File: config.mk
export PLATFORM = sky130hd
export DESIGN_NAME = rsnl_ctrl
export DESIGN_NICKNAME = d
export VERILOG_FILES = /design/src/rtl/core/assert_macros.svh /design/src/rtl/core/rsnl_pkg.sv /design/src/rtl/core/rsnl_ctrl.sv
export SDC_FILE = /design/constraint.sdc
export NUM_CORES = 1
export LEC_CHECK = 0
export BUFFER_PORTS_ARGS = -buffer_cell sky130_fd_sc_hd__buf_4
export CAP_MARGIN = 20
export CORE_ASPECT_RATIO = 1.1
export CORE_MARGIN = 1.5
export CORE_UTILIZATION = 29
export CTS_CLUSTER_SIZE = 12
export DETAILED_ROUTE_END_ITERATION = 8
export SETUP_SLACK_MARGIN = 0.5
export SKIP_LAST_GASP = 1
export SLEW_MARGIN = 20
export SYNTH_ARGS = -nofsm -noshare
export SYNTH_HDL_FRONTEND = slang
export SYNTH_SLANG_ARGS = --single-unit
File: constraint.sdc
create_clock -name clock -period 2.93 [get_ports clock]
set_input_delay 0.586 -clock clock [delete_from_list [all_inputs] [get_ports clock]]
set_output_delay 0.586 -clock clock [all_outputs]
set_load 0.05 [all_outputs]
File: src/rtl/core/assert_macros.svh
// Assertion macros shared by the core RTL
`ifndef ASSERT_MACROS_SVH
`define ASSERT_MACROS_SVH

// Implication checked on every rising clock edge outside reset
`define CHK_IMPLY(label, clk, rst, cond, prop, msg) \
   label: assert property (@(posedge clk) disable iff (rst) (cond) |-> (prop)) \
      else $error(msg);

// Next-cycle implication checked outside reset
`define CHK_NEXT(label, clk, rst, cond, prop, msg) \
   label: assert property (@(posedge clk) disable iff (rst) (cond) |=> (prop)) \
      else $error(msg);

`endif

File: src/rtl/core/rsnl_pkg.sv
// Shared types, constants and commands for the record sort and lookup core
package rsnl_pkg;

   localparam int TABLE_DEPTH   = 1024;
   localparam int SURNAME_BYTES = 15;
   localparam int GIVEN_BYTES   = 10;
   localparam int IDX_W         = $clog2(TABLE_DEPTH);
   localparam int CNT_W         = IDX_W + 1;

   localparam logic [63:0] SL_MASK = ~(64'hFFFF_FFFF_FFFF_FFFF >> ((SURNAME_BYTES - 7) * 8));
   localparam logic [63:0] GL_MASK = ~(64'hFFFF_FFFF_FFFF_FFFF >> ((GIVEN_BYTES - 2) * 8));

   typedef enum logic [1:0] {
      KIND_LOAD = 2'd0,
      KIND_SORT = 2'd1,
      KIND_FIND_SN = 2'd2,
      KIND_FIND_GN = 2'd3
   } kind_type;

   typedef enum logic [1:0] {
      ST_SORT_DONE = 2'd0,
      ST_FOUND     = 2'd1,
      ST_NOT_FOUND = 2'd2
   } status_type;

   typedef enum logic [3:0] {
      S_IDLE, S_SORT_RD_I, S_SORT_RD_J, S_SORT_CMP, S_SORT_WR_J,
      S_FIND_RD, S_FIND_CHK, S_DONE, S_SORT_END
   } state_type;

   typedef struct packed {
      logic [55:0] sh;
      logic [63:0] sl;
      logic [15:0] gh;
      logic [63:0] gl;
      logic [31:0] sal;
   } rec_type;

   // controller -> datapath
   typedef struct packed {
      logic             load;       // write request record at count
      logic             latch_req;  // capture request key
      logic             rd_en;
      logic [IDX_W-1:0] rd_addr;
      logic             hold_i;     // capture read data as record i
      logic             wr_en;
      logic [IDX_W-1:0] wr_addr;
      logic             wr_sel_i;   // 1: write record i, 0: write read record j
      logic             set_i_from_j; // record i takes read record j
      logic             resp;       // emit result
      logic [1:0]       resp_status;
      logic             resp_rec;   // result carries read record
   } dp_cmd_type;

   // datapath -> controller
   typedef struct packed {
      logic [CNT_W-1:0] count;
      logic             gt;    // rec_i > read record
      logic             hit;   // read record matches key
   } dp_sts_type;

endpackage

File: src/rtl/core/rsnl_ctrl.sv
// Sequencer for load, exchange sort and linear search
module rsnl_ctrl
   import rsnl_pkg::*;
(
   input  logic       clock,
   input  logic       reset,
   input  logic       start,
   input  logic [1:0] req_kind,
   output logic       busy,
   input  dp_sts_type sts,
   output dp_cmd_type cmd
);

   state_type        state_ff, state_in;
   logic [CNT_W-1:0] i_ff, i_in, j_ff, j_in;
   logic             go;

   assign go = start && !busy;

   always_comb begin
      state_in = state_ff;
      i_in = i_ff;
      j_in = j_ff;
      unique case (state_ff)
         S_IDLE: begin
            if (go) begin
               i_in = '0;
               j_in = '0;
               unique case (req_kind)
                  KIND_LOAD: state_in = S_IDLE;
                  KIND_SORT: state_in = S_SORT_RD_I;
                  default:   state_in = S_FIND_RD;
               endcase
            end
         end
         S_SORT_RD_I: begin
            j_in = i_ff + 1'b1;
            if (i_ff + 1'b1 >= sts.count) state_in = S_SORT_END;
            else state_in = S_SORT_RD_J;
         end
         S_SORT_RD_J: state_in = S_SORT_CMP;
         S_SORT_CMP: begin
            if (sts.gt) state_in = S_SORT_WR_J;
            else if (j_ff + 1'b1 < sts.count) begin
               j_in = j_ff + 1'b1;
               state_in = S_SORT_RD_J;
            end else begin
               i_in = i_ff + 1'b1;
               state_in = S_SORT_RD_I;
            end
         end
         S_SORT_WR_J: begin
            if (j_ff + 1'b1 < sts.count) begin
               j_in = j_ff + 1'b1;
               state_in = S_SORT_RD_J;
            end else begin
               i_in = i_ff + 1'b1;
               state_in = S_SORT_RD_I;
            end
         end
         S_FIND_RD: begin
            if (i_ff >= sts.count) state_in = S_DONE;
            else state_in = S_FIND_CHK;
         end
         S_FIND_CHK: begin
            if (sts.hit) state_in = S_IDLE;
            else begin
               i_in = i_ff + 1'b1;
               state_in = S_FIND_RD;
            end
         end
         S_DONE:     state_in = S_IDLE;
         S_SORT_END: state_in = S_IDLE;
         default:    state_in = S_IDLE;
      endcase
   end

   always_comb begin
      cmd = '0;
      busy = (state_ff != S_IDLE);
      unique case (state_ff)
         S_IDLE: begin
            cmd.load = go && (req_kind == KIND_LOAD) &&
                       (sts.count < CNT_W'(TABLE_DEPTH));
            cmd.latch_req = go;
         end
         S_SORT_RD_I: begin
            cmd.rd_en   = 1'b1;
            cmd.rd_addr = i_ff[IDX_W-1:0];
         end
         S_SORT_RD_J: begin
            // first visit of this i: read data is record i
            cmd.hold_i  = (j_ff == i_ff + 1'b1);
            cmd.rd_en   = 1'b1;
            cmd.rd_addr = j_ff[IDX_W-1:0];
         end
         S_SORT_CMP: begin
            // swap: write old i at j; the next state writes old j at i and loads it into i
            cmd.wr_en    = sts.gt;
            cmd.wr_addr  = j_ff[IDX_W-1:0];
            cmd.wr_sel_i = 1'b1;
         end
         S_SORT_WR_J: begin
            cmd.set_i_from_j = 1'b1;
            cmd.wr_en   = 1'b1;
            cmd.wr_addr = i_ff[IDX_W-1:0];
         end
         S_FIND_RD: begin
            cmd.rd_en   = 1'b1;
            cmd.rd_addr = i_ff[IDX_W-1:0];
         end
         S_FIND_CHK: begin
            cmd.resp        = sts.hit;
            cmd.resp_status = ST_FOUND;
            cmd.resp_rec    = 1'b1;
         end
         S_DONE: begin
            cmd.resp        = 1'b1;
            cmd.resp_status = ST_NOT_FOUND;
         end
         S_SORT_END: begin
            cmd.resp        = 1'b1;
            cmd.resp_status = ST_SORT_DONE;
         end
         default: cmd = '0;
      endcase
   end

   always_ff @(posedge clock) begin
      if (reset) begin
         state_ff <= S_IDLE;
         i_ff <= '0;
         j_ff <= '0;
      end else begin
         state_ff <= state_in;
         i_ff <= i_in;
         j_ff <= j_in;
      end
   end

endmodule

==> results of run 1 <==
## cell usage in the layout (no fill, tap or decap), types with 5 or more instances in the layout
cell type,count
a22o_1,24
and3_1,8
dfxtp_1,22
a21o_1,7
buf_4,110
a22oi_1,9
nand2_1,18
nand4_1,8
inv_1,18
ha_1,31
xnor2_1,13
nor3_1,12
a31o_1,7
o21ai_1,5
a211oi_1,5
xor2_1,12
a21oi_1,18
nor2_1,15
nand3_1,8
buf_6,7
## layout make-up
cell class	count	area, um^2
flip-flops and latches	26	531
multi-input cells	290	2510
repair buffers	120	950
well taps	120	150
inverters	20	75.1
clock buffers	3	41.3
clock inverters	1	3.75
fillers	970	5580
## power groups by stage
| stage | Combinational [mW] | Sequential (mW) | Clock [mW] |
|---|---|---|---|
| floorplan | 0.368 | 0.386 | 0 |
| global placement | 0.540 | 0.383 | 0 |
| detailed placement | 0.545 | 0.384 | 0 |
| CTS | 0.603 | 0.372 | 0.225 |
| global route | 0.711 | 0.373 | 0.240 |
| finish | 0.671 | 0.372 | 0.223 |
## Yosys cell counts, drive strengths merged, types with 5 or more instances
cell type / count / area share [%]
a211oi: 5 / 1.3
ha: 34 / 14
nand2: 18 / 2.3
a21o: 7 / 1.8
inv: 19 / 2.4
nor2: 16 / 2.1
a22o: 24 / 7.1
dfxtp: 26 / 18
a21oi: 20 / 3.7
buf: 12 / 2.0
and3: 10 / 2.1
nand3: 9 / 1.7
a22oi: 9 / 2.3
xor2: 14 / 4.2
nor4: 9 / 1.9
clkbuf: 22 / 2.8
o21ai: 9 / 1.5
a31o: 7 / 2.1
nand4: 8 / 1.7
nor3: 14 / 2.4
xnor2: 16 / 4.8
## cell families after synthesis
| group | share of synthesized area, % |
|---|---|
| adder cells (fa/ha/maj) | 14.5 |
| buffers and inverters | 7.40 |
| AO/OA/AOI/OAI | 29.3 |
| AND/OR/NAND/NOR | 21.1 |
| multiplexers | 1.11 |
| flip-flops | 17.7 |
| XOR/XNOR | 8.94 |
## repair_timing
item                                    in CTS  in global routing
gates resized for setup                     26                 25
setup buffers                               13                  8
pin swaps                                   21                 24
hold buffers                                 0                  0
cloned                                       1                  0
endpoints found under the setup margin      45                 34
## stage by stage
stage	util [%]	std cells	setup WS, ns	cell area [um^2]	power [mW]
5_1_grt	43.3	580	-0.129	4260	1.32
3_3_place_gp	38.7	554	0.0483	3810	0.923
4_1_cts	41.3	572	-0.0699	4070	1.20
3_5_place_dp	38.7	554	0.0214	3810	0.929
2_1_floorplan	-	369	0.256	3120	0.754
6_report	43.3	580	-0.0293	4260	1.27
## worst max-delay path, cell delays in order, from the launching register on
cell     delay [ns]
dfxtp_2        0.34
buf_6          0.11
ha_4           0.15
buf_6          0.11
xor2_2         0.15
xor2_1         0.14
nor4_1         0.20
buf_4          0.18
nand4_1        0.13
nor3_1         0.16
and4_4         0.26
buf_8          0.15
## how the worst max path moves through the flow
| stage | start | to | slack [ns] |
|---|---|---|---|
| after floorplan | j_ff[3]$_SDFFE_PP0P_ | j_ff[8]$_SDFFE_PP0P_ | 0.26 |
| after global placement | j_ff[0]$_SDFFE_PP0P_ | j_ff[9]$_SDFFE_PP0P_ | 0.05 |
| after detailed placement | j_ff[0]$_SDFFE_PP0P_ | j_ff[10]$_SDFFE_PP0P_ | 0.02 |
| after CTS | i_ff[0]$_SDFFE_PP0P_ | cmd[17] | -0.07 |
| after global routing | j_ff[1]$_SDFFE_PP0P_ | j_ff[5]$_SDFFE_PP0P_ | -0.13 |
| final | i_ff[0]$_SDFFE_PP0P_ | cmd[17] | -0.03 |
## state kept, by name (all words and copies together) (netlist names)
register	flops
i_ff	11
j_ff	11
state_ff	4
## layer usage
metal / up-vias / global-route usage (%) / wire length (um)
met1: 1573 / 24.7 / 4780
met2: 123 / 32.0 / 4750
met4: 0 / 8.37 / 347
met3: 32 / 4.07 / 730
met5: - / 0 / 0
li1: 1569 / - / -
==> results.md, run 1 <==
- Worst-case register-to-register setup slack: -0.01 ns
- Leakage: 1.98 nW
- Worst endpoint data arrival time: 2.37 ns
- Number of standard-cell rows in the floorplan: 38
- Gate power share: 53.0%
- Minimum period implied by the final worst setup slack: 2.96 ns
- Half-perimeter wire length after placement: 7890 um
- Highest fanout seen on the critical path: 2
- Clock H-tree levels: 1
- Final hold violations: 0
- Die height: 109 um
- Post-layout worst setup margin: -0.0293 ns
- Synthesized netlist net count: 421
- IO buf count: 49
- Power Density: 297 nW/um^2
- Peak supply drop: 0.000136 V
- Setup TNS: -0.0440 ns
- Clock tree from TritonCTS: yes
- Internal Dissipation: 715 uW
- Total global-route track usage: 19.5%
- Worst clock skew on the final layout: 0.00685 ns
- CTS Buf Count: 3
- Top FF cell, synth: dfxtp_1
- Clock transition at the register clock pins on the worst setup and hold paths after CTS: 0.10 ns
- Violated checks: design-rule violations, negative setup slack
- Element type at the critical path start: flop
- DRC violation count after routing: 5
- Number of violations reported at the end of detailed-routing iteration 0: 225
- Worst reg2reg endpoint: j_ff[5]$_SDFFE_PP0P_
- Register share of total power: 29.4%
- Layout overhead on the synthesized area: 44.9%
- Slew Viols, Final: 0
- Placer congestion estimate: 0.883
- Final worst-path cycle share: 101%
- Critical Path Sink Type: output port
- GRT Residual Overflow: 0
- Fraction of the yosys area taken by sequential cells: 17.7%
- Worst hold path endpoint: state_ff[2]$_SDFFE_PP0N_
- Number of antenna violations at the first check in global routing: 0
- Number of synthesized flops with an enable pin: 0
- Vias per cell: 5.68
- Cell depth of the worst hold path: 3
- Netlist area before placement: 2940 um^2
- Placeable Area: 9840 um^2
- Ratio of cells with drive above 1 in the final layout: 38.7%
- Final-stage net count: 513
- Highest Clock Rate: 0.338 GHz
- Required time of the critical path: 2.34 ns
- Post-Route WL: 10600 um
- Status: complete, but fails checks
- Setup violations, final: 2
- Largest net degree at the start of global routing: 20
- Synthesized area per cell: 7.97 um^2
- Vias in the first global route: 3130
- Routed wire per std cell: 18.3 um
- Remaining antenna violation count after routing: 0
- Initial Utilization: 29.9%
- Count of maximum capacitance violations: 0
- Wire length of the first global-routing pass: 16200 um
- Power spent charging and discharging nets: 550 uW
- Vias after detailed routing: 3297
- Number of different library cells in the post-synthesis netlist: 60
- Cell at the root of the clock tree: clkbuf_8
- YS warnings: 0
- Worst-margin pin slew: 0.839 ns
- Depth of the most critical reg-to-reg path: 12
- Switching share of power: 43.5%
- #FFs+latches synth: 26
- Fraction of registers with async set/reset: 0%
- Number of iterations in the first detailed-routing pass: 7
- Antenna cell count: 0
- Critical path class: flop to output port
- Worst relative slew slack: 44.0%
- Clk buf depth: 2
- Reg-to-reg critical path startpoint: j_ff[1]$_SDFFE_PP0P_
- Type of the worst min-delay path: primary input to flop
- Clock group share of total power: 17.6%
- Number of instances in the synthesized netlist: 369
- Hold slack final: 0.552 ns
- Worst Min Path Start: sts[1]
- I/O pins: 50
- Latest clock arrival within the worst-skew pair: 0.29 ns
- Count of clock tree sinks: 26
- Die area: 10800 um^2
- Unrepaired setup endpoints after global routing: yes
- Horizontal die dimension: 99.0 um
No activity file was read; power rests on OpenSTA's default activity.
==> run 2: changes to the inputs <==
--- a/config.mk
+++ b/config.mk
@@ -8,11 +8,10 @@
 export BUFFER_PORTS_ARGS = -buffer_cell sky130_fd_sc_hd__buf_4
 export CAP_MARGIN = 20
 export CORE_ASPECT_RATIO = 1.1
-export CORE_MARGIN = 1.5
+export CORE_MARGIN = 3
 export CORE_UTILIZATION = 29
 export CTS_CLUSTER_SIZE = 12
 export DETAILED_ROUTE_END_ITERATION = 8
-export SETUP_SLACK_MARGIN = 0.5
 export SKIP_LAST_GASP = 1
 export SLEW_MARGIN = 20
 export SYNTH_ARGS = -nofsm -noshare
==> results.md, run 2 (synthesized netlist as in run 1, its figures left out) <==
- CP most frequent cell: buf_6
- Latest clock arrival within the worst-skew pair: 0.28 ns (about the same)
- Final hold violations: 0 (unchanged)
- Power Density: 311 nW/um^2 (+4.8%)
- Worst clock skew on the final layout: 0.00507 ns (-0.00178 ns)
- Depth of the most critical reg-to-reg path: 12 (unchanged)
- Unrepaired setup endpoints after global routing: yes
- Antenna cell count: 0 (unchanged)
- Max stage delay cell, worst path: or3_4
- Number of violations reported at the end of detailed-routing iteration 0: 204 (-9.3%)
- Setup TNS: 0 ns (+0.0440 ns)
- Element type at the critical path start: flop
- Crit path depth: 8 (-3)
- Required time of the critical path: 2.34 ns (about the same)
- Clock H-tree levels: 1 (unchanged)
- Highest Clock Rate: 0.344 GHz (+1.8%)
- Leading registers by flop count: i_ff x11, j_ff x11, state_ff x4
- Critical Path Sink Type: output port
- Largest net degree at the start of global routing: 19 (-5.0%)
- Critical path class: flop to output port
- Count of maximum capacitance violations: 0 (unchanged)
- Vias per cell: 5.66 (-0.49%)
- Number of hold buffers added after cts: 0 (unchanged)
- Minimum period implied by the final worst setup slack: 2.91 ns (-0.0518 ns)
- DRC violation count after routing: 0 (-5)
- Most frequent cells in the layout: buf_4, ha_1, a22o_1, dfxtp_1
- Buf/Inv on CP: 3 (-1)
- Cell depth of the worst hold path: 1 (-2)
- Worst setup path endpoint: cmd[17]
- Cell total after placement: 556 (+0.36%)
- Peak supply drop: 0.000168 V (+24%)
- Type of the worst min-delay path: flop to flop
- Half-perimeter wire length after placement: 8010 um (+1.5%)
- Post-Route WL: 10100 um (-4.5%)
- Leakage: 1.88 nW (-4.8%)
- Reg-to-reg critical path startpoint: i_ff[0]$_SDFFE_PP0P_
- Final worst-path cycle share: 99.2% (-1.8 points)
- Initial Utilization: 30.5% (+0.66 points)
- Horizontal die dimension: 102 um (+3.0%)
- Post-route cell area: 3990 um^2 (-6.4%)
- Worst reg2reg endpoint: state_ff[1]$_SDFFE_PP0N_
- Worst relative slew slack: 51.6% (+7.5 points)
- Ratio of cells with drive above 1 in the final layout: 32.8% (-5.9 points)
- Clock tree from TritonCTS: yes
- Slew Viols, Final: 0 (unchanged)
- Worst setup path startpoint: i_ff[0]$_SDFFE_PP0P_
- Worst endpoint data arrival time: 2.32 ns (-0.05 ns)
- Wire length of the first global-routing pass: 16000 um (-1.5%)
- Area of placed instances: 3730 um^2 (-2.1%)
- Number of standard-cell rows in the floorplan: 37 (-2.6%)
- Number of iterations in the first detailed-routing pass: 4 (-3)
- Placer congestion estimate: 0.895 (+1.4%)
- Clk buf depth: 2 (unchanged)
- I/O pins: 50 (unchanged)
- Placeable Area: 9630 um^2 (-2.2%)
- Vias in the first global route: 3092 (-1.2%)
- Most common cell after layout, fill and taps aside: buf_4
- Final core utilization: 41.4% (-1.9 points)
- Chain of cells forming the critical path: buf_6 -> nand4_1 -> or3_4 -> xnor2_4 -> buf_6 -> xor2_1 -> and4_1 -> buf_6
- Clock transition at the register clock pins on the worst setup and hold paths after CTS: 0.10 ns (about the same)
- Die height: 112 um (+2.8%)
- Setup violations, final: 0 (-2)
- Slowest cell delay on critical path: 0.50 ns (+0.16 ns)
- Vias after detailed routing: 3179 (-3.6%)
- Highest fanout seen on the critical path: 3 (+1)
- Worst-margin pin slew: 0.727 ns (-0.113 ns)
- Worst-case register-to-register setup slack: 0.07 ns (+0.08 ns)
- Number of antenna violations at the first check in global routing: 0 (unchanged)
- IO buf count: 49 (unchanged)
- Total global-route track usage: 17.6% (-1.9 points)
- Cell at the root of the clock tree: clkbuf_8
- GRT Residual Overflow: 0 (unchanged)
- Final-stage net count: 498 (-2.9%)
- Layout overhead on the synthesized area: 35.6%
- Count of clock tree sinks: 26 (unchanged)
- Crit path max-delay family: simple AND/OR/NAND/NOR gates
- Remaining antenna violation count after routing: 0 (unchanged)
- Finished Layout Cells: 562 (-3.1%)
- Routed wire per std cell: 18.0 um (-1.5%)
- CTS Buf Count: 3 (unchanged)
- Status: completed
- Die area: 11400 um^2 (+5.9%)
## run 2: layout make-up
cell class | count | area (um^2)
clock buffer | 3 | 41.3
clock inverter | 1 | 30.0
inverter | 20 | 75.1
multi-input combinational | 289 | 2350
timing repair buffer | 106 | 811
tap | 117 | 146
sequential | 26 | 532
fill | 984 | 5640
## run 2: timing repair
action | 4_1_cts | 5_1_grt
setup endpoints to repair | 16 | 25
pin swaps | 4 | 13
cloned | 0 | 0
buffers inserted | 2 | 1
gates resized for setup | 14 | 24
## run 2: stage by stage
step	setup WS [ns]	hold WS [ns]	power, mW
after floorplan	0.0193	0.513	0.722
after global placement	0.0296	0.512	0.903
after detailed placement	-0.0365	0.529	0.907
after CTS	-0.00366	0.514	1.22
after global routing	-0.0594	0.557	1.30
final	0.0225	0.528	1.24
## run 2: routing by layer
layer / vias to the layer above / GRT usage, % / share of wire (%)
li1: 1537 / - / -
met4: 0 / 6.12 / 2.6
met5: - / 0 / 0
met3: 18 / 2.57 / 6.7
met2: 112 / 28.3 / 46
met1: 1512 / 23.8 / 45
## run 2: worst min path at each step
| stage | slack, ns | from | to |
|---|---|---|---|
| after detailed placement | 0.53 | j_ff[1]$_SDFFE_PP0P_ | j_ff[1]$_SDFFE_PP0P_ |
| final | 0.53 | j_ff[1]$_SDFFE_PP0P_ | j_ff[1]$_SDFFE_PP0P_ |
| after global placement | 0.51 | j_ff[1]$_SDFFE_PP0P_ | j_ff[1]$_SDFFE_PP0P_ |
| after floorplan | 0.51 | i_ff[8]$_SDFFE_PP0P_ | i_ff[8]$_SDFFE_PP0P_ |
| after CTS | 0.51 | j_ff[1]$_SDFFE_PP0P_ | j_ff[1]$_SDFFE_PP0P_ |
| after global routing | 0.56 | j_ff[1]$_SDFFE_PP0P_ | j_ff[1]$_SDFFE_PP0P_ |
## run 2: worst register-to-register path: stages, from the launching register on
cell       delay, ns
dfxtp_4         0.38
buf_6           0.10
nand4_1         0.20
or3_4           0.50
xnor2_4         0.20
inv_2           0.07
ha_4            0.23
a2111oi_4       0.33
buf_4           0.15
o221ai_1        0.10
o22ai_1         0.23
o21ai_0         0.13
a31oi_1         0.18
## run 2: report_power, final
part	internal (mW)	leakage, nW	switching (mW)
registers	0.362	0.213	0.00739
logic	0.197	1.63	0.365
clock network	0.183	0.0357	0.127
==> run 3: changes to the inputs <==
--- a/config.mk
+++ b/config.mk
@@ -8,10 +8,11 @@
 export BUFFER_PORTS_ARGS = -buffer_cell sky130_fd_sc_hd__buf_4
 export CAP_MARGIN = 20
 export CORE_ASPECT_RATIO = 1.1
-export CORE_MARGIN = 3
+export CORE_MARGIN = 2
 export CORE_UTILIZATION = 29
 export CTS_CLUSTER_SIZE = 12
 export DETAILED_ROUTE_END_ITERATION = 8
+export PLACE_DENSITY_LB_ADDON = 0.1
 export SKIP_LAST_GASP = 1
 export SLEW_MARGIN = 20
 export SYNTH_ARGS = -nofsm -noshare
==> results.md, run 3 (synthesized netlist as in run 1, its figures left out) <==
- Reg-to-reg critical path startpoint: j_ff[0]$_SDFFE_PP0P_
- Area of placed instances: 3820 um^2 (+2.5%)
- DRC violation count after routing: 0 (unchanged)
- Clock transition at the register clock pins on the worst setup and hold paths after CTS: 0.10 ns (about the same)
- Post-Route WL: 10900 um (+7.4%)
- Vias in the first global route: 3022 (-2.3%)
- Slowest cell delay on critical path: 0.55 ns (+0.05 ns)
- Final worst-path cycle share: 98.6% (-0.59 points)
- Placer congestion estimate: 0.846 (-5.5%)
- Unrepaired setup endpoints after global routing: yes
- Element type at the critical path start: flop
- Max stage delay cell, worst path: or4_1
- Count of clock tree sinks: 26 (unchanged)
- Count of maximum capacitance violations: 0 (unchanged)
- Highest Clock Rate: 0.346 GHz (+0.60%)
- Worst relative slew slack: 54.1% (+2.5 points)
- Filler Cell Count: 1059 (+7.6%)
- Layout overhead on the synthesized area: 37.2%
- Critical Path Sink Type: output port
- Highest fanout seen on the critical path: 8 (+5)
- Buf/Inv on CP: 4 (+1)
- Remaining antenna violation count after routing: 0 (unchanged)
- Max layer used: met4
- Depth of the most critical reg-to-reg path: 12 (unchanged)
- Minimum period implied by the final worst setup slack: 2.89 ns (-0.0173 ns)
- Initial Utilization: 29.7% (-0.80 points)
- Horizontal die dimension: 100 um (-2.0%)
- Number of iterations in the first detailed-routing pass: 4 (unchanged)
- Most common cell after layout, fill and taps aside: buf_4
- Status: completed
- Cell at the root of the clock tree: clkbuf_8
- Crit path max-delay family: simple AND/OR/NAND/NOR gates
- Die height: 110 um (-1.8%)
- Number of standard-cell rows in the floorplan: 38 (+2.7%)
- Leading registers by flop count: i_ff x11, j_ff x11, state_ff x4
- Worst reg2reg endpoint: i_ff[10]$_SDFFE_PP0P_
- Worst endpoint data arrival time: 2.30 ns (-0.02 ns)
- GRT Residual Overflow: 0 (unchanged)
- Final-stage net count: 511 (+2.6%)
- Setup TNS: 0 ns (unchanged)
- Most frequent cells in the layout: buf_4, ha_1, a22o_1, dfxtp_1, inv_1
- Post-route met1 wirelength: 4890 um (+7.4%)
- Wire length on met2: 5310 um (+15%)
- Post-route cell area: 4040 um^2 (+1.2%)
- Final hold violations: 0 (unchanged)
- Leakage: 1.93 nW (+2.4%)
- Required time of the critical path: 2.34 ns (about the same)
- Power Density: 290 nW/um^2 (-6.9%)
- Ratio of cells with drive above 1 in the final layout: 34.6% (+1.8 points)
- Worst setup path endpoint: cmd[17]
- Chain of cells forming the critical path: buf_4 -> nand3_2 -> or4_1 -> buf_4 -> nor2_2 -> nor3_2 -> buf_4 -> and4_4 -> buf_8
- CTS Buf Count: 3 (unchanged)
- Half-perimeter wire length after placement: 8770 um (+9.4%)
- Met3 wire length: 440 um (-35%)
- Crit path depth: 9 (+1)
- Slew Viols, Final: 0 (unchanged)
- Largest net degree at the start of global routing: 19 (unchanged)
- I/O pins: 50 (unchanged)
- Worst setup path startpoint: i_ff[3]$_SDFFE_PP0P_
- Worst-case register-to-register setup slack: 0.16 ns (+0.09 ns)
- Latest clock arrival within the worst-skew pair: 0.28 ns (about the same)
- Wire length of the first global-routing pass: 16700 um (+4.2%)
- Number of antenna violations at the first check in global routing: 0 (unchanged)
- Placeable Area: 9890 um^2 (+2.7%)
- Worst-margin pin slew: 0.680 ns (-0.0470 ns)
- Total global-route track usage: 19.8% (+2.2 points)
- Peak supply drop: 0.000147 V (-13%)
- Vias per cell: 5.46 (-3.5%)
- IO buf count: 49 (unchanged)
- Number of violations reported at the end of detailed-routing iteration 0: 116 (-43%)
- Type of the worst min-delay path: flop to flop
- Power consumption: 1.17 mW (-5.8%)
- Vias after detailed routing: 3149 (-0.94%)
- Clock tree from TritonCTS: yes
- Antenna cell count: 0 (unchanged)
- Routed wire per std cell: 18.9 um (+4.7%)
- Worst clock skew on the final layout: 0.00860 ns (+0.00353 ns)
- Die area: 11000 um^2 (-3.7%)
- Setup violations, final: 0 (unchanged)
- Clock H-tree levels: 1 (unchanged)
- Clk buf depth: 2 (unchanged)
- Critical path class: flop to output port
- CP most frequent cell: buf_4
run 3: timing repair:
item | 4_1_cts | 5_1_grt
buffers inserted | 3 | 0
hold buffers | 0 | 0
pin swaps | 3 | 9
resized for setup | 12 | 23
endpoints found under the setup margin | 7 | 23
run 3: power breakdown:
group / total [mW] / switching [mW] / internal (mW)
Combinational: 0.588 / 0.368 / 0.220
Sequential: 0.371 / 0.00760 / 0.363
Clock: 0.211 / 0.119 / 0.0924
Total: 1.17 / 0.494 / 0.676
run 3: worst min-delay path by stage:
stage | from | endpoint | slack, ns | cells after the start
finish | j_ff[1]$_SDFFE_PP0P_ | j_ff[1]$_SDFFE_PP0P_ | 0.53 | 1
global route | j_ff[1]$_SDFFE_PP0P_ | j_ff[1]$_SDFFE_PP0P_ | 0.55 | 1
CTS | j_ff[1]$_SDFFE_PP0P_ | j_ff[1]$_SDFFE_PP0P_ | 0.52 | 1
detailed placement | j_ff[1]$_SDFFE_PP0P_ | j_ff[1]$_SDFFE_PP0P_ | 0.54 | 1
global placement | j_ff[1]$_SDFFE_PP0P_ | j_ff[1]$_SDFFE_PP0P_ | 0.52 | 1
floorplan | i_ff[8]$_SDFFE_PP0P_ | i_ff[8]$_SDFFE_PP0P_ | 0.51 | 1
run 3: through the flow:
step	cells	setup slack [ns]	utilization, %	hold slack (ns)
global route	577	-0.0961	40.8	0.549
floorplan	369	0.0193	-	0.513
finish	577	0.0399	40.8	0.528
detailed placement	571	-0.0769	38.7	0.537
global placement	571	-0.145	38.7	0.521
CTS	577	-0.0797	39.8	0.521
run 3: area by class of cell:
type | instances | area, um^2 | area share (%)
Tap cell | 120 | 150 | 3.72
Clock buffer | 3 | 41.3 | 1.02
Sequential cell | 26 | 529 | 13.1
Inverter | 20 | 75.1 | 1.86
Timing Repair Buffer | 119 | 908 | 22.5
Multi-Input combinational cell | 289 | 2330 | 57.8
run 3: per-layer routing:
layer / GRT usage [%] / vias to the layer above
met5: 0 / -
li1: - / 1558
met4: 5.48 / 0
met3: 1.97 / 18
met2: 35.2 / 85
met1: 25.5 / 1488
run 3: worst register-to-register path: cells and delay by family (launching register included):
| kind | cells | cell delay, ns |
|---|---|---|
| compound gates | 2 | 0.53 |
| xor+xnor | 1 | 0.17 |
| fa+ha+maj | 2 | 0.45 |
| buf+inv | 1 | 0.13 |
| flops | 1 | 0.37 |
| simple gates | 6 | 1.03 |
